## config.mk

```make
export PLATFORM = sky130hd
export DESIGN_NAME = tile_run_rectangle_merger_unit
export DESIGN_NICKNAME = d
export VERILOG_FILES = /design/src/rtl/trmm_pkg.sv /design/src/rtl/trmm_scaler.sv /design/src/rtl/tile_run_rectangle_merger_unit.sv
export SDC_FILE = /design/constraint.sdc
export NUM_CORES = 2
export LEC_CHECK = 0
export ABC_AREA = 1
export ABC_CLOCK_PERIOD_IN_PS = 7800
export BUFFER_PORTS_ARGS = -buffer_cell sky130_fd_sc_hd__buf_2
export CAP_MARGIN = 20
export CORE_MARGIN = 5
export CORE_UTILIZATION = 45
export DETAILED_ROUTE_END_ITERATION = 10
export PLACE_DENSITY = 0.58
export SYNTH_ARGS = -nofsm -noshare
export SYNTH_HDL_FRONTEND = slang
export SYNTH_SLANG_ARGS = --single-unit
```

## constraint.sdc

```tcl
create_clock -name clk -period 7.8 [get_ports clk]
set_input_delay 0.39 -clock clk [delete_from_list [all_inputs] [get_ports clk]]
set_output_delay 0.39 -clock clk [all_outputs]
set_load 0.02 [all_outputs]
```

## src/rtl/trmm_pkg.sv

```systemverilog
// Shared types and constants for the tile run rectangle merger.
// No dependencies; imported by trmm_scaler and the top level.
package trmm_pkg;

    localparam int SYM_W       = 8;
    localparam int PPC_W       = 8;
    localparam int X_W         = 14;
    localparam int Y_W         = 16;
    localparam int W_W         = 14;
    localparam int H_W         = 16;
    localparam int CFG_IDX_W   = 3;
    localparam int IN_TDATA_W  = 8;
    localparam int OUT_TDATA_W = 64;

    // results per request beyond this count are dropped
    localparam int OUT_LIMIT   = 64;
    localparam int OUT_CNT_W   = 7;

    localparam logic [PPC_W-1:0] PPC_RESET = 8'd16;

    typedef enum logic [CFG_IDX_W-1:0] {
        REG_PIXEL_PER_CELL = 3'd0,
        REG_SOLID_A        = 3'd1,
        REG_SOLID_B        = 3'd2,
        REG_SOLID_C        = 3'd3,
        REG_SOLID_D        = 3'd4
    } cfg_reg_t;

    // packed so that rect_x lands in the lowest bits
    typedef struct packed {
        logic [H_W-1:0] rect_height;
        logic [W_W-1:0] rect_width;
        logic [Y_W-1:0] rect_y;
        logic [X_W-1:0] rect_x;
    } rect_t;

endpackage

```

## src/rtl/trmm_scaler.sv

```systemverilog
// Rectangle scaler: one shared multiplier turns cell units into pixels,
// one field per cycle. Depends on trmm_pkg.
module trmm_scaler #(
    parameter int MAX_COLS = 64,
    parameter int MAX_ROWS = 256,
    localparam int XW = $clog2(MAX_COLS),
    localparam int YW = $clog2(MAX_ROWS),
    localparam int WW = $clog2(MAX_COLS + 1),
    localparam int HW = $clog2(MAX_ROWS + 1)
) (
    input  logic                       clk,
    input  logic                       rst_n,
    input  logic                       start,
    input  logic [trmm_pkg::PPC_W-1:0] ppc,
    input  logic [XW-1:0]              col_first,
    input  logic [YW-1:0]              row_top,
    input  logic [WW-1:0]              col_span,
    input  logic [HW-1:0]              row_span,
    output logic                       busy,
    output trmm_pkg::rect_t            rect
);
    import trmm_pkg::*;

    localparam int OPW = (WW > HW) ? WW : HW;
    localparam int PW  = OPW + PPC_W;

    typedef enum logic [1:0] {
        STEP_X,
        STEP_Y,
        STEP_W,
        STEP_H
    } step_t;

    step_t            step_reg;
    logic             busy_reg;
    logic [XW-1:0]    x_reg;
    logic [YW-1:0]    y_reg;
    logic [WW-1:0]    w_reg;
    logic [HW-1:0]    h_reg;
    logic [PPC_W-1:0] ppc_reg;
    rect_t            rect_reg;
    logic [OPW-1:0]   op;
    logic [PW-1:0]    prod;

    always_comb
    begin
        case (step_reg)
            STEP_X:  op = OPW'(x_reg);
            STEP_Y:  op = OPW'(y_reg);
            STEP_W:  op = OPW'(w_reg);
            STEP_H:  op = OPW'(h_reg);
            default: op = '0;
        endcase
    end

    assign prod = op * ppc_reg;

    always_ff @(posedge clk or negedge rst_n)
    begin
        if (!rst_n)
        begin
            step_reg <= STEP_X;
            busy_reg <= 1'b0;
            x_reg    <= '0;
            y_reg    <= '0;
            w_reg    <= '0;
            h_reg    <= '0;
            ppc_reg  <= '0;
            rect_reg <= '0;
        end
        else if (start)
        begin
            step_reg <= STEP_X;
            busy_reg <= 1'b1;
            x_reg    <= col_first;
            y_reg    <= row_top;
            w_reg    <= col_span;
            h_reg    <= row_span;
            ppc_reg  <= ppc;
        end
        else if (busy_reg)
        begin
            case (step_reg)
                STEP_X:  rect_reg.rect_x      <= X_W'(prod);
                STEP_Y:  rect_reg.rect_y      <= Y_W'(prod);
                STEP_W:  rect_reg.rect_width  <= W_W'(prod);
                STEP_H:  rect_reg.rect_height <= H_W'(prod);
                default: ;
            endcase
            if (step_reg == STEP_H)
            begin
                busy_reg <= 1'b0;
            end
            step_reg <= step_t'(step_reg + 2'd1);
        end
    end

    assign busy = busy_reg;
    assign rect = rect_reg;

endmodule

```

## src/rtl/tile_run_rectangle_merger_unit.sv

```systemverilog
// Tile run rectangle merger, top level: cell stream in, rectangle stream out.
// Depends on trmm_pkg and trmm_scaler.
//
// Input: one map cell per request; s_tdata is the symbol, s_tuser marks the
// last cell of a row, s_tlast the last cell of the map (it also ends the row).
// Output: one closed rectangle per request, in pixels; m_tlast marks the last
// rectangle caused by one cell. Config port: cfg_write/cfg_index/cfg_data,
// write only while idle.
// Sequence: a cell that closes no run and ends no row stays in idle. Closing a
// run passes CLOSE, then MREQ and MCHK for each row-above entry compared, then
// CWR (or EMIT when the table is full). A row end walks the runs above through
// FIN and PCHK, with an EMIT for each run emitted; a map end then walks the
// finished row through CREQ, CCHK and EMIT per run. Every other cell ends in DONE.
// The shared multiplier holds one rectangle at a time, so rectangles start
// only once it is free again.
// Stalls: the last rectangle of a cell waits in a one-deep hold stage, so a
// stalled receiver stops the walk only when the output register and the hold
// stage are both full; the next cell is taken while the output register waits.
// Reset: counters, run state and registers back to defaults; the run tables
// need no clearing, since entries are only read below the fill counts.
module tile_run_rectangle_merger_unit #(
    parameter int MAX_COLS = 64,
    parameter int MAX_ROWS = 256,
    parameter int MAX_RUNS = 32
) (
    input  logic                             clk,
    input  logic                             rst_n,
    // configuration write port
    input  logic                             cfg_write,
    input  logic [trmm_pkg::CFG_IDX_W-1:0]   cfg_index,
    input  logic [trmm_pkg::PPC_W-1:0]       cfg_data,
    // cell stream
    input  logic                             s_tvalid,
    output logic                             s_tready,
    input  logic [trmm_pkg::IN_TDATA_W-1:0]  s_tdata,   // [7:0] cell_symbol
    input  logic                             s_tuser,   // [0] row_end
    input  logic                             s_tlast,   // map_end
    // rectangle stream
    output logic                             m_tvalid,
    input  logic                             m_tready,
    // [13:0] rect_x, [29:14] rect_y, [43:30] rect_width, [59:44] rect_height
    output logic [trmm_pkg::OUT_TDATA_W-1:0] m_tdata,
    output logic                             m_tlast    // last_rect
);
    import trmm_pkg::*;

    localparam int CW  = $clog2(MAX_COLS);         // column index
    localparam int CCW = $clog2(MAX_COLS + 1);     // column counter / span
    localparam int RW  = $clog2(MAX_ROWS);         // row index
    localparam int RCW = $clog2(MAX_ROWS + 1);     // row counter / span
    localparam int IW  = (MAX_RUNS > 1) ? $clog2(MAX_RUNS) : 1;
    localparam int NW  = $clog2(MAX_RUNS + 1);     // run count

    typedef struct packed {
        logic [CW-1:0] col_first;
        logic [CW-1:0] col_last;
        logic [RW-1:0] row_top;
    } run_entry_t;

    typedef enum logic [3:0] {
        ST_IDLE,
        ST_CLOSE,   // run closes: table full check
        ST_MREQ,    // read row-above entry at match pointer
        ST_MCHK,    // compare span
        ST_CWR,     // store run in current row table
        ST_POSTC,   // after a run emitted directly
        ST_FIN,     // row end: read row-above entry
        ST_PCHK,    // emit it unless continued
        ST_CREQ,    // map end: read current row entry
        ST_CCHK,    // emit it
        ST_EMIT,    // hand rectangle to scaler
        ST_DONE     // flush held rectangle with last mark
    } state_t;

    // configuration
    logic [PPC_W-1:0] ppc_reg;
    logic [SYM_W-1:0] sym_a_reg;
    logic [SYM_W-1:0] sym_b_reg;
    logic [SYM_W-1:0] sym_c_reg;
    logic [SYM_W-1:0] sym_d_reg;

    // sequencer and scan state
    state_t            state_reg;
    state_t            ret_reg;
    logic [CCW-1:0]    col_reg;
    logic [RCW-1:0]    row_reg;
    logic              run_open_reg;
    logic [CW-1:0]     start_reg;
    logic [CW-1:0]     last_reg;
    logic [RW-1:0]     top_reg;
    logic              end_reg;
    logic              map_reg;
    logic              sel_reg;          // bank that holds the row above
    logic [NW-1:0]     prev_count_reg;
    logic [NW-1:0]     cur_count_reg;
    logic [NW-1:0]     pm_reg;           // match pointer into row above
    logic [NW-1:0]     walk_reg;
    logic [MAX_RUNS-1:0] kept_reg;       // row-above run continued this row
    logic [OUT_CNT_W-1:0] out_cnt_reg;

    // rectangle to emit, cell units
    logic [CW-1:0]     em_x_reg;
    logic [RW-1:0]     em_y_reg;
    logic [CCW-1:0]    em_w_reg;
    logic [RCW-1:0]    em_h_reg;

    // output side
    logic              pend_valid_reg;
    logic              out_valid_reg;
    logic              out_last_reg;
    rect_t             out_rect_reg;

    // run tables, ping-pong banks
    run_entry_t        run_mem [0:1][0:MAX_RUNS-1];
    run_entry_t        rd_reg;
    logic              mem_we;
    logic              mem_re;
    logic              rd_bank;
    logic [IW-1:0]     rd_idx;
    run_entry_t        wr_entry;

    // scaler link
    logic              sc_start;
    logic              sc_busy;
    rect_t             sc_rect;
    logic              can_move;

    // cell decode
    logic              sym_hit;
    logic              solid;
    logic              end_any;
    logic              need_close;
    logic [CW-1:0]     start_now;
    logic [CW-1:0]     close_last_now;

    function automatic logic match_list(input logic [SYM_W-1:0] s,
                                        input logic [SYM_W-1:0] a,
                                        input logic [SYM_W-1:0] b,
                                        input logic [SYM_W-1:0] c,
                                        input logic [SYM_W-1:0] d);
        // list ends at the first zero entry
        logic hit;
        hit = 1'b0;
        if (a != '0)
        begin
            if (a == s)
                hit = 1'b1;
            else if (b != '0)
            begin
                if (b == s)
                    hit = 1'b1;
                else if (c != '0)
                begin
                    if (c == s)
                        hit = 1'b1;
                    else if (d != '0 && d == s)
                        hit = 1'b1;
                end
            end
        end
        return hit;
    endfunction

    always_ff @(posedge clk or negedge rst_n)
    begin
        if (!rst_n)
        begin
            ppc_reg   <= PPC_RESET;
            sym_a_reg <= '0;
            sym_b_reg <= '0;
            sym_c_reg <= '0;
            sym_d_reg <= '0;
        end
        else if (cfg_write)
        begin
            case (cfg_index)
                REG_PIXEL_PER_CELL: ppc_reg   <= cfg_data;
                REG_SOLID_A:        sym_a_reg <= cfg_data;
                REG_SOLID_B:        sym_b_reg <= cfg_data;
                REG_SOLID_C:        sym_c_reg <= cfg_data;
                REG_SOLID_D:        sym_d_reg <= cfg_data;
                default: ;
            endcase
        end
    end

    assign sym_hit = match_list(s_tdata[SYM_W-1:0], sym_a_reg, sym_b_reg,
                                sym_c_reg, sym_d_reg);
    assign solid = (col_reg < CCW'(MAX_COLS)) && (row_reg < RCW'(MAX_ROWS)) && sym_hit;
    assign end_any = s_tuser | s_tlast;
    assign need_close = solid ? end_any : run_open_reg;
    assign start_now = (solid && !run_open_reg) ? col_reg[CW-1:0] : start_reg;
    // a non-solid cell closes the run one column back
    assign close_last_now = solid ? col_reg[CW-1:0] : CW'(col_reg - 1'b1);

    assign can_move = !sc_busy && (!out_valid_reg || m_tready);
    assign sc_start = (state_reg == ST_EMIT) && (out_cnt_reg != OUT_CNT_W'(OUT_LIMIT))
                      && (!pend_valid_reg || can_move);

    // table port control
    always_comb
    begin
        mem_re  = 1'b0;
        rd_bank = sel_reg;
        rd_idx  = walk_reg[IW-1:0];
        mem_we  = (state_reg == ST_CWR);
        case (state_reg)
            ST_MREQ:
            begin
                mem_re = (pm_reg < prev_count_reg);
                rd_idx = pm_reg[IW-1:0];
            end
            ST_FIN:
            begin
                mem_re = (walk_reg < prev_count_reg);
            end
            ST_CREQ:
            begin
                mem_re  = (walk_reg < cur_count_reg);
                rd_bank = ~sel_reg;
            end
            default:
            begin
                mem_re = 1'b0;
            end
        endcase
    end

    assign wr_entry.col_first = start_reg;
    assign wr_entry.col_last  = last_reg;
    assign wr_entry.row_top   = top_reg;

    always_ff @(posedge clk)
    begin
        if (mem_we)
        begin
            run_mem[~sel_reg][cur_count_reg[IW-1:0]] <= wr_entry;
        end
        if (mem_re)
        begin
            rd_reg <= run_mem[rd_bank][rd_idx];
        end
    end

    always_ff @(posedge clk or negedge rst_n)
    begin
        if (!rst_n)
        begin
            state_reg      <= ST_IDLE;
            ret_reg        <= ST_IDLE;
            col_reg        <= '0;
            row_reg        <= '0;
            run_open_reg   <= 1'b0;
            start_reg      <= '0;
            last_reg       <= '0;
            top_reg        <= '0;
            end_reg        <= 1'b0;
            map_reg        <= 1'b0;
            sel_reg        <= 1'b0;
            prev_count_reg <= '0;
            cur_count_reg  <= '0;
            pm_reg         <= '0;
            walk_reg       <= '0;
            kept_reg       <= '0;
            out_cnt_reg    <= '0;
            em_x_reg       <= '0;
            em_y_reg       <= '0;
            em_w_reg       <= '0;
            em_h_reg       <= '0;
            pend_valid_reg <= 1'b0;
            out_valid_reg  <= 1'b0;
            out_last_reg   <= 1'b0;
            out_rect_reg   <= '0;
        end
        else
        begin
            if (out_valid_reg && m_tready)
            begin
                out_valid_reg <= 1'b0;
            end

            case (state_reg)
                ST_IDLE:
                begin
                    if (s_tvalid)
                    begin
                        out_cnt_reg  <= '0;
                        walk_reg     <= '0;
                        end_reg      <= end_any;
                        map_reg      <= s_tlast;
                        start_reg    <= start_now;
                        last_reg     <= close_last_now;
                        run_open_reg <= solid && !end_any;
                        if (col_reg < CCW'(MAX_COLS))
                        begin
                            col_reg <= col_reg + 1'b1;
                        end
                        if (need_close)
                            state_reg <= ST_CLOSE;
                        else if (end_any)
                            state_reg <= ST_FIN;
                        else
                            state_reg <= ST_IDLE;
                    end
                end

                ST_CLOSE:
                begin
                    if (cur_count_reg == NW'(MAX_RUNS))
                    begin
                        // table full: one-row rectangle, no merging
                        em_x_reg  <= start_reg;
                        em_y_reg  <= row_reg[RW-1:0];
                        em_w_reg  <= CCW'(last_reg) - CCW'(start_reg) + CCW'(1);
                        em_h_reg  <= RCW'(1);
                        ret_reg   <= ST_POSTC;
                        state_reg <= ST_EMIT;
                    end
                    else
                    begin
                        state_reg <= ST_MREQ;
                    end
                end

                ST_MREQ:
                begin
                    if (pm_reg < prev_count_reg)
                    begin
                        state_reg <= ST_MCHK;
                    end
                    else
                    begin
                        top_reg   <= row_reg[RW-1:0];
                        state_reg <= ST_CWR;
                    end
                end

                ST_MCHK:
                begin
                    if (rd_reg.col_first < start_reg)
                    begin
                        pm_reg    <= pm_reg + 1'b1;
                        state_reg <= ST_MREQ;
                    end
                    else if (rd_reg.col_first == start_reg && rd_reg.col_last == last_reg)
                    begin
                        top_reg                     <= rd_reg.row_top;
                        kept_reg[pm_reg[IW-1:0]]    <= 1'b1;
                        pm_reg                      <= pm_reg + 1'b1;
                        state_reg                   <= ST_CWR;
                    end
                    else
                    begin
                        top_reg   <= row_reg[RW-1:0];
                        state_reg <= ST_CWR;
                    end
                end

                ST_CWR:
                begin
                    cur_count_reg <= cur_count_reg + 1'b1;
                    state_reg     <= end_reg ? ST_FIN : ST_DONE;
                end

                ST_POSTC:
                begin
                    state_reg <= end_reg ? ST_FIN : ST_DONE;
                end

                ST_FIN:
                begin
                    if (walk_reg < prev_count_reg)
                    begin
                        state_reg <= ST_PCHK;
                    end
                    else if (map_reg)
                    begin
                        walk_reg  <= '0;
                        state_reg <= ST_CREQ;
                    end
                    else
                    begin
                        // current row becomes the row above
                        sel_reg        <= ~sel_reg;
                        prev_count_reg <= cur_count_reg;
                        cur_count_reg  <= '0;
                        col_reg        <= '0;
                        pm_reg         <= '0;
                        kept_reg       <= '0;
                        if (row_reg < RCW'(MAX_ROWS))
                        begin
                            row_reg <= row_reg + 1'b1;
                        end
                        state_reg <= ST_DONE;
                    end
                end

                ST_PCHK:
                begin
                    walk_reg <= walk_reg + 1'b1;
                    if (!kept_reg[walk_reg[IW-1:0]])
                    begin
                        // bottom is the row before this one
                        em_x_reg  <= rd_reg.col_first;
                        em_y_reg  <= rd_reg.row_top;
                        em_w_reg  <= CCW'(rd_reg.col_last) - CCW'(rd_reg.col_first) + CCW'(1);
                        em_h_reg  <= row_reg - RCW'(rd_reg.row_top);
                        ret_reg   <= ST_FIN;
                        state_reg <= ST_EMIT;
                    end
                    else
                    begin
                        state_reg <= ST_FIN;
                    end
                end

                ST_CREQ:
                begin
                    if (walk_reg < cur_count_reg)
                    begin
                        state_reg <= ST_CCHK;
                    end
                    else
                    begin
                        prev_count_reg <= '0;
                        cur_count_reg  <= '0;
                        row_reg        <= '0;
                        col_reg        <= '0;
                        pm_reg         <= '0;
                        kept_reg       <= '0;
                        state_reg      <= ST_DONE;
                    end
                end

                ST_CCHK:
                begin
                    walk_reg  <= walk_reg + 1'b1;
                    em_x_reg  <= rd_reg.col_first;
                    em_y_reg  <= rd_reg.row_top;
                    em_w_reg  <= CCW'(rd_reg.col_last) - CCW'(rd_reg.col_first) + CCW'(1);
                    em_h_reg  <= row_reg - RCW'(rd_reg.row_top) + RCW'(1);
                    ret_reg   <= ST_CREQ;
                    state_reg <= ST_EMIT;
                end

                ST_EMIT:
                begin
                    if (out_cnt_reg == OUT_CNT_W'(OUT_LIMIT))
                    begin
                        state_reg <= ret_reg;
                    end
                    else if (!pend_valid_reg || can_move)
                    begin
                        if (pend_valid_reg)
                        begin
                            out_valid_reg <= 1'b1;
                            out_last_reg  <= 1'b0;
                            out_rect_reg  <= sc_rect;
                        end
                        pend_valid_reg <= 1'b1;
                        out_cnt_reg    <= out_cnt_reg + 1'b1;
                        state_reg      <= ret_reg;
                    end
                end

                ST_DONE:
                begin
                    if (!pend_valid_reg)
                    begin
                        state_reg <= ST_IDLE;
                    end
                    else if (can_move)
                    begin
                        out_valid_reg  <= 1'b1;
                        out_last_reg   <= 1'b1;
                        out_rect_reg   <= sc_rect;
                        pend_valid_reg <= 1'b0;
                        state_reg      <= ST_IDLE;
                    end
                end

                default:
                begin
                    state_reg <= ST_IDLE;
                end
            endcase
        end
    end

    trmm_scaler #(
        .MAX_COLS (MAX_COLS),
        .MAX_ROWS (MAX_ROWS)
    ) u_scaler (
        .clk       (clk),
        .rst_n     (rst_n),
        .start     (sc_start),
        .ppc       (ppc_reg),
        .col_first (em_x_reg),
        .row_top   (em_y_reg),
        .col_span  (em_w_reg),
        .row_span  (em_h_reg),
        .busy      (sc_busy),
        .rect      (sc_rect)
    );

    assign s_tready = (state_reg == ST_IDLE);
    assign m_tvalid = out_valid_reg;
    assign m_tdata  = OUT_TDATA_W'(out_rect_reg);
    assign m_tlast  = out_last_reg;

`ifndef NO_ASSERTIONS
    a_idle_nothing_held: assert property (@(posedge clk) disable iff (!rst_n)
        state_reg == ST_IDLE |-> !pend_valid_reg)
        else $error("held rectangle left behind at idle");

    a_counts_bounded: assert property (@(posedge clk) disable iff (!rst_n)
        cur_count_reg <= NW'(MAX_RUNS) && prev_count_reg <= NW'(MAX_RUNS))
        else $error("run table count out of range");

    a_scaler_free: assert property (@(posedge clk) disable iff (!rst_n)
        sc_start |-> !sc_busy)
        else $error("scaler restarted while busy");

    a_out_limit: assert property (@(posedge clk) disable iff (!rst_n)
        out_cnt_reg <= OUT_CNT_W'(OUT_LIMIT))
        else $error("result count past limit");

    a_row_end_closed: assert property (@(posedge clk) disable iff (!rst_n)
        state_reg == ST_FIN |-> !run_open_reg)
        else $error("run still open at row end");
`endif

endmodule
```

==> results.py <==
metrics = {
    "outcome": {
        "status": "completed",
    },
    "timing": {
        "skew_ps": 29.6,
        "rsz0062_at_grt": "false",
        "slew_headroom_pct": 25.5,
        "max_freq_ghz": 0.177,
        "finalCritPeriodShare_pct": 72.6,
        "setup_viol": 0,
        "layout_min_cycle_time_ps": 5660,
        "worstMarginPinSlew_ps": 1110,
        "report.final.slew_viol_count": 0,
        "setup_tns_ps": 0,
        "hold_violations": 0,
    },
    "critical_path": {
        "cp-start-kind": "register",
        "critical_path_required_ps": 8480,
        "r2r_slack_ps": 2140,
        "critPathArrivalTime_ps": 6340,
        "rr_startpoint": "u_scaler.step_reg[0]",
        "r2r_cells": 27,
        "crit_top_cell": "inv_1",
        "end_kind": "register",
        "path_class": "reg2reg",
        "critPathSlowestCell": "fa_1",
        "crit-reg2reg-capture": "u_scaler.rect[58]",
        "cp_max_fo": 15,
        "critPathMaxStageDelay_ps": 520,
    },
    "clock_tree": {
        "cts.clk_slew.worst_paths_ps": 60,
        "cts_tree": "done",
        "cts_sinks": 1645,
        "cts_buffer_depth": 3,
        "numCtsBuffers": 173,
        "cts_max_level": 4,
        "insertion_delay_ps": 820,
        "cts_resized": 0,
        "cts-root-buf": "clkbuf_16",
    },
    "die": {
        "rows": 146,
        "core_area_um2": 158000,
        "io_pins": 93,
        "chipWidth_um": 408,
        "die_h_um": 408,
        "initial_utilization_pct": 45.2,
        "die_area_um2": 167000,
    },
    "finish": {
        "nNetsFinal": 6517,
        "area_growth_syn_to_layout_pct": 12.0,
        "instances_no_fill": 8556,
        "design_area_um2": 80000,
        "mostFrequentLayoutCell": "edfxtp_1",
        "largest_reg_flops": 1280,
        "drive_gt1_share_pct": 10.1,
        "mostFrequentLayoutCells": "edfxtp_1, nand2_1, o21ai_0, nor2_1, inv_1",
    },
    "hold_path": {
        "worstHoldPathType": "in2reg",
        "min_to": "state_reg[3]",
        "hp-start": "s_tvalid",
        "holdPathStages": 5,
    },
    "synth": {
        "async_flop_share_pct": 21.0,
        "syn_area_per_cell_um2": 11.3,
        "syn_area_um2": 71500,
        "synth_top_cell_area_share_pct": 54.6,
        "synth-seq-cells": 1645,
        "synth.largest_area_cell": "edfxtp_1",
        "yosys_warnings": 0,
        "syn_inst": 6298,
        "synth_seq_area_share_pct": 66.7,
        "synth_enable_flop_cells": 1300,
        "synth.area.top_cells": "edfxtp_1, dfrtp_1, nand2_1, o21ai_0, o211ai_1",
        "yosysUniqueCellTypes": 57,
        "synthFlopType": "edfxtp_1",
    },
    "routing": {
        "ant_nets": 0,
        "vias": 47200,
        "firstDrtPassIters": 6,
        "avgRoutedWirePerCell_um": 22.3,
        "first_iter_violations": 4527,
        "wl_mm": 191,
        "route.detailed.drc": 0,
        "viasPerCell": 5.51,
    },
    "grt": {
        "grt_pass1_vias": 45900,
        "antenna_found_initial": 1,
        "grt_pass1_wl_mm": 289,
        "grt.overflow.total": 0,
        "grtUsageTotal_pct": 22.5,
        "grt_max_degree": 178,
    },
    "job": {
        "max-cap-violations": 0,
    },
    "place": {
        "place_hpwl_mm": 108,
        "place_area_um2": 74500,
        "dp.cells": 8226,
        "place.port_buffers": 88,
        "place.gp.congestion": 0.850,
    },
    "power": {
        "p_per_area_nw_per_um2": 407,
        "vdd_drop_max_mv": 0.448,
        "p_leak_nw": 31.6,
    },
}
[how the worst max path moves through the flow]
| stage | startpoint | end | slack [ps] | cells past startpoint |
|---|---|---|---|---|
| after floorplan | u_scaler.step_reg[0] | u_scaler.rect[28] | 2640 | 28 |
| after global placement | u_scaler.step_reg[0] | u_scaler.rect[58] | 2090 | 27 |
| after detailed placement | u_scaler.step_reg[0] | u_scaler.rect[58] | 2070 | 27 |
| after CTS | u_scaler.step_reg[0] | u_scaler.rect[58] | 2070 | 27 |
| after global routing | u_scaler.step_reg[0] | u_scaler.rect[58] | 1520 | 27 |
| final | u_scaler.step_reg[0] | u_scaler.rect[58] | 2140 | 27 |
[routing by layer]
metal | vias to the layer above | track usage [%] | share of wire (%)
li1 | 22200 | - | -
met1 | 23300 | 30.7 | 44
met2 | 1372 | 37.2 | 48
met3 | 295 | 3.28 | 5.6
met4 | 0 | 7.40 | 3.2
met5 | - | 0 | 0
[worst max-delay path: cells and delay by family (launching register included)]
| family | cells | cell delay (ps) |
|---|---|---|
| compound gates | 7 | 1120 |
| fa+ha+maj | 6 | 2520 |
| buf+inv | 7 | 850 |
| simple gates | 7 | 640 |
| flops | 1 | 400 |
[final cells by class]
type | count | area, um^2
Inverter | 440 | 1660
Sequential cell | 1645 | 47700
Clock buffer | 222 | 4610
Multi-Input combinational cell | 3853 | 20900
Antenna cell | 1 | 2.50
Clock inverter | 95 | 836
Timing Repair Buffer | 228 | 1710
Tap cell | 2072 | 2590
Fill cell | 13900 | 78200
[stage by stage]
stage                     total power [W]  utilization (%)  setup WS (ps)  hold WS [ps]
after floorplan                    0.0203                -           2640          94.4
after global placement             0.0247             47.1           2090           450
after detailed placement           0.0249             47.1           2070           458
after CTS                          0.0328             50.6           2070          85.1
after global routing               0.0347             50.6           1520           162
final                              0.0325             50.6           2140           149
[logic make-up (layout without fill, tap and decap cells)]
logic type / Yosys count / after routing / share of synthesized area [%]
simple gates: 2151 / 2151 / 12.4
flops: 1645 / 1645 / 66.7
compound gates: 1449 / 1449 / 12.0
buf+inv: 803 / 985 / 4.56
fa+ha+maj: 150 / 150 / 3.09
xor+xnor: 72 / 72 / 0.882
mux: 27 / 27 / 0.424
other cells: 1 / 5 / 0.00525
[synthesized netlist by cell type (14+ instances only)]
library cell and n:
dfrtp_1 344, or2_2 45, o21a_1 36, buf_4 15, o21ai_0 786, nand2_1 1198, inv_1 421, clkbuf_1 196
ha_1 106, a21oi_1 58, fa_1 44, edfxtp_1 1300, mux2_2 26, buf_2 136, nor3_1 116, nand3_1 267
nor4_1 14, xnor2_1 28, xor2_1 44, o21bai_1 42, buf_1 14, o211ai_1 394, o21ai_1 93, nor2_1 480
[power by group]
part           internal, W  leakage, nW  total, W  switching [W]
Combinational      0.00387         11.1    0.0135        0.00961
Clock              0.00444         2.67   0.00792        0.00348
Sequential          0.0106         17.8    0.0111       0.000511
Total               0.0189         31.6    0.0325         0.0136
[repair_timing]
| action | in CTS | in global routing |
|---|---|---|
| setup endpoints to repair | 0 | 0 |
| endpoints found under the hold margin | 131 | 0 |
| setup buffers | 0 | 0 |
| hold buffers | 12 | 0 |
Note: power is estimated with default switching activity, not from simulation.
